File: src/rtl/line_pixel_rasterizer_assert.svh
// Assertion macros shared by the rasterizer modules.
`ifndef LINE_PIXEL_RASTERIZER_ASSERT_SVH
`define LINE_PIXEL_RASTERIZER_ASSERT_SVH

// Consequent must hold in the same cycle as the antecedent.
`define LPR_ASSERT_NOW(label, clk, rst, ante, cons) \
   label: assert property (@(posedge clk) disable iff (rst) (ante) |-> (cons)) \
      else $error("rasterizer same-cycle check failed");

// Consequent must hold in the cycle after the antecedent.
`define LPR_ASSERT_NEXT(label, clk, rst, ante, cons) \
   label: assert property (@(posedge clk) disable iff (rst) (ante) |=> (cons)) \
      else $error("rasterizer next-cycle check failed");

`endif

File: src/rtl/lpr_pkg.sv
package lpr_pkg;

   localparam int SCREEN_WIDTH  = 384;
   localparam int SCREEN_HEIGHT = 216;

   localparam int X_W     = 9;
   localparam int Y_W     = 8;
   localparam int ADDR_W  = 17;
   localparam int COLOR_W = 16;
   localparam int ERR_W   = 11;

   typedef enum logic {
      CMD_START = 1'b0,
      CMD_STEP  = 1'b1
   } command_type;

   // Endpoints and colour of a start transaction.
   typedef struct packed {
      logic [X_W-1:0]     ax;
      logic [Y_W-1:0]     ay;
      logic [X_W-1:0]     bx;
      logic [Y_W-1:0]     by;
      logic [COLOR_W-1:0] colour;
   } line_cmd_type;

   // Walker state of one line.
   typedef struct packed {
      logic               y_major;
      logic [X_W-1:0]     cur_x;
      logic [Y_W-1:0]     cur_y;
      logic [X_W-1:0]     major_end;
      logic               minor_down;
      logic [X_W-1:0]     major_delta;
      logic [X_W-1:0]     minor_delta;
      logic [ERR_W-1:0]   error_term;
      logic [COLOR_W-1:0] colour;
   } line_state_type;

   typedef struct packed {
      logic [X_W-1:0]     x;
      logic [Y_W-1:0]     y;
      logic [ADDR_W-1:0]  addr;
      logic [COLOR_W-1:0] colour;
      logic               last;
   } pixel_type;

endpackage

File: src/rtl/lpr_setup.sv
module lpr_setup (
   input  lpr_pkg::line_cmd_type   cmd,
   output lpr_pkg::line_state_type setup
);

   logic [lpr_pkg::X_W:0]   dx;
   logic [lpr_pkg::Y_W:0]   dy;
   logic [lpr_pkg::X_W-1:0] adx;
   logic [lpr_pkg::X_W-1:0] ady;
   logic                    y_major;
   logic                    swap;
   logic [lpr_pkg::X_W-1:0] ax;
   logic [lpr_pkg::Y_W-1:0] ay;
   logic [lpr_pkg::X_W-1:0] bx;
   logic [lpr_pkg::Y_W-1:0] by;
   logic [lpr_pkg::X_W-1:0] major_d;
   logic [lpr_pkg::X_W-1:0] minor_d;

   assign dx  = {1'b0, cmd.bx} - {1'b0, cmd.ax};
   assign dy  = {1'b0, cmd.by} - {1'b0, cmd.ay};
   assign adx = dx[lpr_pkg::X_W] ? lpr_pkg::X_W'(-dx) : dx[lpr_pkg::X_W-1:0];
   assign ady = dy[lpr_pkg::Y_W] ? lpr_pkg::X_W'(-dy) : lpr_pkg::X_W'(dy);

   // ties go to the y axis
   assign y_major = !(ady < adx);
   assign swap    = y_major ? (cmd.ay > cmd.by) : (cmd.ax > cmd.bx);

   assign ax = swap ? cmd.bx : cmd.ax;
   assign ay = swap ? cmd.by : cmd.ay;
   assign bx = swap ? cmd.ax : cmd.bx;
   assign by = swap ? cmd.ay : cmd.by;

   assign major_d = y_major ? ady : adx;
   assign minor_d = y_major ? adx : ady;

   always_comb begin
      setup.y_major     = y_major;
      setup.cur_x       = ax;
      setup.cur_y       = ay;
      setup.major_end   = y_major ? lpr_pkg::X_W'(by) : bx;
      setup.minor_down  = y_major ? (bx < ax) : (by < ay);
      setup.major_delta = major_d;
      setup.minor_delta = minor_d;
      setup.error_term  = {1'b0, minor_d, 1'b0} - {2'b00, major_d};
      setup.colour      = cmd.colour;
   end

endmodule

File: src/rtl/lpr_stepper.sv
`include "line_pixel_rasterizer_assert.svh"

module lpr_stepper (
   input  logic                    clock,
   input  logic                    reset,
   input  logic                    start,
   input  logic                    step,
   input  lpr_pkg::line_state_type setup,
   output logic                    active,
   output lpr_pkg::pixel_type      pix
);

   lpr_pkg::line_state_type state_ff;
   lpr_pkg::line_state_type state_in;
   logic                    active_ff;
   logic                    active_in;
   logic [lpr_pkg::X_W-1:0] major_now;
   logic                    err_pos;

   assign major_now = state_ff.y_major ? lpr_pkg::X_W'(state_ff.cur_y) : state_ff.cur_x;
   assign err_pos   = !state_ff.error_term[lpr_pkg::ERR_W-1] && (state_ff.error_term != '0);

   assign active     = active_ff;
   assign pix.x      = state_ff.cur_x;
   assign pix.y      = state_ff.cur_y;
   assign pix.addr   = lpr_pkg::ADDR_W'(lpr_pkg::ADDR_W'(state_ff.cur_y)
                       * lpr_pkg::ADDR_W'(lpr_pkg::SCREEN_WIDTH))
                       + lpr_pkg::ADDR_W'(state_ff.cur_x);
   assign pix.colour = state_ff.colour;
   assign pix.last   = (major_now == state_ff.major_end);

   always_comb begin
      state_in  = state_ff;
      active_in = active_ff;
      if (start) begin
         state_in  = setup;
         active_in = 1'b1;
      end else if (step && active_ff) begin
         if (pix.last) begin
            active_in = 1'b0;
         end else begin
            if (err_pos) begin
               // move the minor axis one toward its end
               if (state_ff.y_major) begin
                  state_in.cur_x = state_ff.minor_down ? state_ff.cur_x - 1'b1
                                                       : state_ff.cur_x + 1'b1;
               end else begin
                  state_in.cur_y = state_ff.minor_down ? state_ff.cur_y - 1'b1
                                                       : state_ff.cur_y + 1'b1;
               end
               state_in.error_term = state_ff.error_term
                                   + {1'b0, state_ff.minor_delta, 1'b0}
                                   - {1'b0, state_ff.major_delta, 1'b0};
            end else begin
               state_in.error_term = state_ff.error_term + {1'b0, state_ff.minor_delta, 1'b0};
            end
            if (state_ff.y_major) begin
               state_in.cur_y = state_in.cur_y + 1'b1;
            end else begin
               state_in.cur_x = state_in.cur_x + 1'b1;
            end
         end
      end
   end

   always_ff @(posedge clock) begin
      if (reset) begin
         active_ff <= 1'b0;
      end else begin
         active_ff <= active_in;
      end
      state_ff <= state_in;
   end

   `LPR_ASSERT_NEXT(a_start_arms, clock, reset, start, active_ff)
   `LPR_ASSERT_NEXT(a_last_idles, clock, reset, step && active_ff && pix.last, !active_ff)
   `LPR_ASSERT_NEXT(a_idle_holds, clock, reset, !start && !active_ff, !active_ff)

endmodule

File: src/rtl/line_pixel_rasterizer.sv
// Bresenham line rasterizer, all octants, one pixel per step transaction.
// Request channel (req_*): req_command selects start (load both endpoints and
// the colour, no response) or step (emit the next pixel of the active line).
// A step with no active line is dropped without a response.
// Response channel (rsp_*): pixel column and row, framebuffer word address
// row * SCREEN_WIDTH + column, colour, and rsp_last on the line's final pixel.
// After the last pixel the block goes idle; a start while a line is active
// abandons that line.
// A step passes through the input register, then the response register; it
// waits in the input register while the response register holds a stalled
// pixel.
// Throughput: one transaction per cycle while req_stall is low; the line walker
// updates its position and error term in the same cycle it produces a pixel.
// When rsp_stall holds a pending pixel, the input register still takes one
// more transaction; a further step then stalls req_* until the pixel is taken.
// Start and idle step transactions never wait on the response side.
// Reset (synchronous) empties both registers and leaves no line active.
`include "line_pixel_rasterizer_assert.svh"

module line_pixel_rasterizer (
   input  logic                          clock,
   input  logic                          reset,
   input  logic                          req_valid,
   output logic                          req_stall,
   input  logic                          req_command,
   input  logic [lpr_pkg::X_W-1:0]       req_start_x,
   input  logic [lpr_pkg::Y_W-1:0]       req_start_y,
   input  logic [lpr_pkg::X_W-1:0]       req_end_x,
   input  logic [lpr_pkg::Y_W-1:0]       req_end_y,
   input  logic [lpr_pkg::COLOR_W-1:0]   req_colour,
   output logic                          rsp_valid,
   input  logic                          rsp_stall,
   output logic [lpr_pkg::X_W-1:0]       rsp_pixel_x,
   output logic [lpr_pkg::Y_W-1:0]       rsp_pixel_y,
   output logic [lpr_pkg::ADDR_W-1:0]    rsp_word_address,
   output logic [lpr_pkg::COLOR_W-1:0]   rsp_pixel_colour,
   output logic                          rsp_last
);

   logic                    in_valid_ff;
   logic                    in_valid_in;
   lpr_pkg::command_type    in_cmd_ff;
   lpr_pkg::line_cmd_type   in_line_ff;
   logic                    rsp_valid_ff;
   logic                    rsp_valid_in;
   lpr_pkg::pixel_type      rsp_pix_ff;
   lpr_pkg::line_state_type setup;
   lpr_pkg::pixel_type      pix;
   logic                    active;
   logic                    req_take;
   logic                    go;
   logic                    needs_rsp;
   logic                    rsp_free;
   logic                    pixel_fire;

   lpr_setup u_setup (
      .cmd   (in_line_ff),
      .setup (setup)
   );

   lpr_stepper u_stepper (
      .clock  (clock),
      .reset  (reset),
      .start  (go && (in_cmd_ff == lpr_pkg::CMD_START)),
      .step   (go && (in_cmd_ff == lpr_pkg::CMD_STEP)),
      .setup  (setup),
      .active (active),
      .pix    (pix)
   );

   assign rsp_free   = !rsp_valid_ff || !rsp_stall;
   assign needs_rsp  = (in_cmd_ff == lpr_pkg::CMD_STEP) && active;
   assign go         = in_valid_ff && (!needs_rsp || rsp_free);
   assign pixel_fire = go && needs_rsp;

   assign req_stall    = in_valid_ff && !go;
   assign req_take     = req_valid && !req_stall;
   assign in_valid_in  = req_take || (in_valid_ff && !go);
   assign rsp_valid_in = pixel_fire || (rsp_valid_ff && rsp_stall);

   always_ff @(posedge clock) begin
      if (reset) begin
         in_valid_ff  <= 1'b0;
         rsp_valid_ff <= 1'b0;
      end else begin
         in_valid_ff  <= in_valid_in;
         rsp_valid_ff <= rsp_valid_in;
      end
      if (req_take) begin
         in_cmd_ff         <= lpr_pkg::command_type'(req_command);
         in_line_ff.ax     <= req_start_x;
         in_line_ff.ay     <= req_start_y;
         in_line_ff.bx     <= req_end_x;
         in_line_ff.by     <= req_end_y;
         in_line_ff.colour <= req_colour;
      end
      if (pixel_fire) begin
         rsp_pix_ff <= pix;
      end
   end

   assign rsp_valid        = rsp_valid_ff;
   assign rsp_pixel_x      = rsp_pix_ff.x;
   assign rsp_pixel_y      = rsp_pix_ff.y;
   assign rsp_word_address = rsp_pix_ff.addr;
   assign rsp_pixel_colour = rsp_pix_ff.colour;
   assign rsp_last         = rsp_pix_ff.last;

   `LPR_ASSERT_NOW(a_load_when_free, clock, reset, pixel_fire, !rsp_valid_ff || !rsp_stall)
   `LPR_ASSERT_NOW(a_stall_needs_item, clock, reset, req_stall, in_valid_ff && needs_rsp)
   `LPR_ASSERT_NEXT(a_rsp_holds, clock, reset, rsp_valid_ff && rsp_stall, rsp_valid_ff && $stable(rsp_pix_ff))

endmodule

File: config.mk
export PLATFORM = sky130hd
export DESIGN_NAME = line_pixel_rasterizer
export DESIGN_NICKNAME = d
export VERILOG_FILES = /design/src/rtl/lpr_pkg.sv /design/src/rtl/lpr_setup.sv /design/src/rtl/lpr_stepper.sv /design/src/rtl/line_pixel_rasterizer.sv
export VERILOG_INCLUDE_DIRS = /design/src /design/src/rtl
export SDC_FILE = /design/constraint.sdc
export NUM_CORES = 1
export LEC_CHECK = 0
export BUFFER_PORTS_ARGS = -buffer_cell sky130_fd_sc_hd__buf_2
export CAP_MARGIN = 20
export CORE_MARGIN = 2
export CORE_UTILIZATION = 45
export CTS_BUF_LIST = sky130_fd_sc_hd__clkbuf_4
export CTS_CLUSTER_DIAMETER = 120
export DETAILED_ROUTE_END_ITERATION = 10
export PLACE_DENSITY = 0.6
export SLEW_MARGIN = 30
export SYNTH_ARGS = -nofsm -noshare
export SYNTH_HDL_FRONTEND = slang
export SYNTH_SLANG_ARGS = --single-unit
File: constraint.sdc
create_clock -name clock -period 16.1 [get_ports clock]
set_clock_uncertainty 0.1 [all_clocks]
set_input_delay 3.22 -clock clock [delete_from_list [all_inputs] [get_ports clock]]
set_output_delay 3.22 -clock clock [all_outputs]
set_load 0.05 [all_outputs]
# Word-level counts from Yosys, hierarchy flattened
# Index checks and enable logic that the tools add are counted.
dict set report totals {
  register_bits 178
  output_inout_bits 53
}
dict set report classes {
  reduce_logical 26
  n_eq_ne 2
  n_lt_le_gt_ge 5
  n_addsub 14
  multipliers 1
  n_mux 32
  bitwise_logic 1
}
# op count
set op_table {}
lappend op_table {{$mux 17} 7}
lappend op_table {{$mux 9} 10}
lappend op_table {{$mux 8} 6}
lappend op_table {{$mux 11} 4}
lappend op_table {{$add 9x1->9 const B} 2}
lappend op_table {{$lt 9x9->1} 2}
lappend op_table {{$neg 9->9} 2}
lappend op_table {{$add 17x9->17} 1}
lappend op_table {{$add 8x1->8 const B} 2}
lappend op_table {{$add 11x10->11} 1}
lappend op_table {{$reduce_bool 11->1} 1}
lappend op_table {{$sub 10x9->11} 1}
lappend op_table {{$sub 11x10->11} 1}
lappend op_table {{$logic_and 1x1->1} 10}
lappend op_table {{$mul 8x2->10 const B} 1}
lappend op_table {{$sub 9x9->10} 1}
lappend op_table {{$eq 9x9->1} 1}
lappend op_table {{$gt 9x9->1} 1}
lappend op_table {{$sub 8x8->9} 1}
lappend op_table {{$sub 9x1->9 const B} 1}
lappend op_table {{$gt 8x8->1} 1}
lappend op_table {{$lt 8x8->1} 1}
lappend op_table {{$sub 8x1->8 const B} 1}
lappend op_table {{$logic_not 1->1} 7}
lappend op_table {{6 further kinds} 15}

# Longest topological paths before layout
dict set report logic_depth {
  ltp_word 13
  depth_mapped 30
  ltp_nobuf 27
}

# Modules after synthesis
# A second synthesis with hierarchy kept.
dict set report unflattened {
  cells_unflattened 1123
  hier_area_um2 11752.5
}
# mod instances area_per_inst_um2 seq_area_each_um2 cells_per_inst
set by_module_without_submodules {}
lappend by_module_without_submodules {lpr_stepper 1 5681.7 2212.1 564}
lappend by_module_without_submodules {line_pixel_rasterizer 1 3178.0 3103.0 115}
lappend by_module_without_submodules {lpr_setup 1 2892.8 0.0 444}

# Worst setup path after synthesis
# Ideal clock, no wire load.
dict set report synth_timing {
  kind {input to output}
  from {in rsp_stall}
  to {out req_stall}
  arrival_ns 4.044
  path_buffers 0
  path_slack_ns 8.736
  cell_stages 2
  path_cell_list {nand2_1 -> nor2_1}
}
dict set report synth_between {
  elab_chain_cells 6
}
# element line_no
set synth_rtl {}
lappend synth_rtl {{from (decl)} line_pixel_rasterizer.sv:32} ;# input logic rsp_stall,
lappend synth_rtl {{$logic_not 1->1} line_pixel_rasterizer.sv:71} ;# assign rsp_free = !rsp_valid_ff || !rsp_stall;
lappend synth_rtl {{$logic_or 1x1->1} line_pixel_rasterizer.sv:71}
lappend synth_rtl {{$logic_or 1x1->1} line_pixel_rasterizer.sv:73} ;# assign go = in_valid_ff && (!needs_rsp || rsp_free);
lappend synth_rtl {{$logic_and 1x1->1} line_pixel_rasterizer.sv:73}
lappend synth_rtl {{$logic_not 1->1} line_pixel_rasterizer.sv:76} ;# assign req_stall = in_valid_ff && !go;
lappend synth_rtl {{$logic_and 1x1->1} line_pixel_rasterizer.sv:76}
lappend synth_rtl {{to (decl)} line_pixel_rasterizer.sv:24} ;# output logic req_stall,
# No other way between the ends.

# Worst setup path in the final report
# Ends and elaborated chain as after synthesis.

==> results.cfg <==
[status]
status = finished clean

[clock_tree]
holdBufCountCts = 0
cts_sinks = 171
cts_tree = built
ctsResizeCount = 0
max-clock-path-buffers = 2
clk_latency_ns = 0.60
h-tree-depth = 4
post_cts_buffers = 0
clk_pin_slew_ns = 0.18
clockRootBuffer = clkbuf_4
cts_buffers = 17

[route]
drt-total-wl_mm = 23.6
via_per_inst = 5.31
routedWlPerCell_um = 16.4
dr.pass1.iters = 6
drc_errors = 0
vias = 7623
drt.antenna.violating_nets = 0
drt_iter0_markers = 475

[worst_hold_path]
worst_hold_path_type = reg2reg

[power_and_ir_drop]
vdd_drop_max_mv = 0.0711
powerDensity_nw_per_um2 = 157
p_leak_uw = 0.00491

[place]
pre_cts_ws_ns = 8.81
post-place-cells = 1401
io_buffer_count = 107
gp_congestion = 0.877
place_hpwl_mm = 17.7
place_area_um2 = 11700

[setup_path]
critical_path_required_ns = 12.78
crit_path_start_kind = input port
crit_fanout = 4
critPathKind = in2out
crit_arrival_ns = 3.98
cp-end-kind = output port

[grt]
grt-ovfl-total = 0
antenna_found_initial = 2
grt_max_degree = 66
grt_pass1_wl_mm = 38.3
track_usage = 0.191
first_global_vias = 7195

[sta]
period_minus_slack_ns = 7.30
final.setup.worst_slack_ns = 8.80
tightest_slew_ns = 0.930
maxSlewViolCount = 0
clock.fmax_ghz = 0.137
relSlewSlack = 0.380
rsz0062_at_grt = false
hold_viol_final = 0
finalSetupViolations = 0
tns_ns = 0
final.period_utilization = 0.453

[synthesis]
postSynthCellCount = 1007
synth_area_um2 = 10900
synth_ff_type = edfxtp_1
synth_nets = 1146
ys_types = 69
synthArstFlopShare = 0
seq_area_frac_synth = 0.470
yosys_warnings = 0
synth_seq_cells = 171
synth_edf_count = 168
syn_avg_cell_area_um2 = 10.8

[cells_and_area]
fin_cells = 1435
regArea_um2 = 5100
final_cell_mix = edfxtp_1 (168), buf_2 (107), nor2_1 (80)
layout_commonest_cell = edfxtp_1
syn2layout_area_growth_pct = 11.0
fillers = 2183
nets = 1241
stdcell_area_um2 = 12000
multi_input_area_um2 = 5330
drive_gt1_frac = 0.162

[job]
drv_cap = 0

[floorplan]
rows = 56
die_area_um2 = 25400
initial_core_util = 0.461
ios = 108
dieHeight_um = 159
core_um2 = 23500
dieWidth_um = 159
## registers in the layout (all words and copies together), names as in the netlist
register            flops
in_cmd_ff               1
u_stepper.pix          33
rsp_valid               1
rsp_pixel_y             8
rsp_last                1
rsp_pixel_colour       16
rsp_word_address       10
rsp_pixel_x             9
in_line_ff             50
in_valid_ff             1
u_stepper.active        1
u_stepper.state_ff     40
## report_power, final
group / internal, uW / switching [uW]
clock network: 78.4 / 193
logic: 430 / 598
registers: 562 / 31.2
## synth_stat cells, drive strengths merged (16+ instances only)
library cell,n,area (um^2)
mux2i,31,310
o21ai,27,135
o21bai,16,120
buf,20,111
xnor2,53,464
ha,75,938
nor2,82,315
clkbuf,18,67.6
nand3,17,85.1
a21oi,77,408
a211oi,16,130
xor2,38,333
inv,72,270
a21o,34,255
nand2,78,293
edfxtp,168,5040
a31oi,22,138
## layer usage
| layer | GRT usage | vias up | share of wire |
|---|---|---|---|
| li1 | - | 3865 | - |
| met1 | 0.285 | 3557 | 0.50 |
| met2 | 0.288 | 184 | 0.44 |
| met3 | 0.0357 | 15 | 0.046 |
| met4 | 0.0479 | 2 | 0.0085 |
| met5 | 0 | - | 0.00047 |
## final timing paths
kind                            slack, ns                      to        startpoint  depth (start not counted)
worst max-delay path                 8.80               req_stall         rsp_stall                          4
worst min-delay path                 0.31     rsp_pixel_colour[5]  u_stepper.pix[6]                          0
worst max register to register       8.82  u_stepper.state_ff[26]    in_line_ff[24]                         28
worst min register to register       0.31     rsp_pixel_colour[5]  u_stepper.pix[6]                          0
## through the flow
stage               hold slack [ns]   util  total power, uW
floorplan                     0.300      -             1400
global placement              0.300  0.497             1600
detailed placement            0.305  0.497             1620
CTS                           0.318  0.510             1890
global route                  0.324  0.512             2050
finish                        0.313  0.512             1890
## critical path, stage by stage
cell	delay [ns]
buf_2	0.08
nand2_1	0.08
nor2_1	0.27
buf_2	0.32
## kinds of logic after synthesis
logic type | share of synthesized area
mux | 0.0414
xor+xnor | 0.0734
simple gates | 0.114
fa+ha+maj | 0.105
buf+inv | 0.0414
flops | 0.470
compound gates | 0.154
## layout make-up
cell class | instances | area share
antenna | 1 | 0.000208
clock buffer | 17 | 0.0106
clock inverter | 15 | 0.0165
inverter | 72 | 0.0225
multi-input combinational | 726 | 0.443
sequential | 171 | 0.424
tap | 319 | 0.0331
timing repair buffer | 114 | 0.0505
Note: power is estimated with default switching activity, not from simulation.
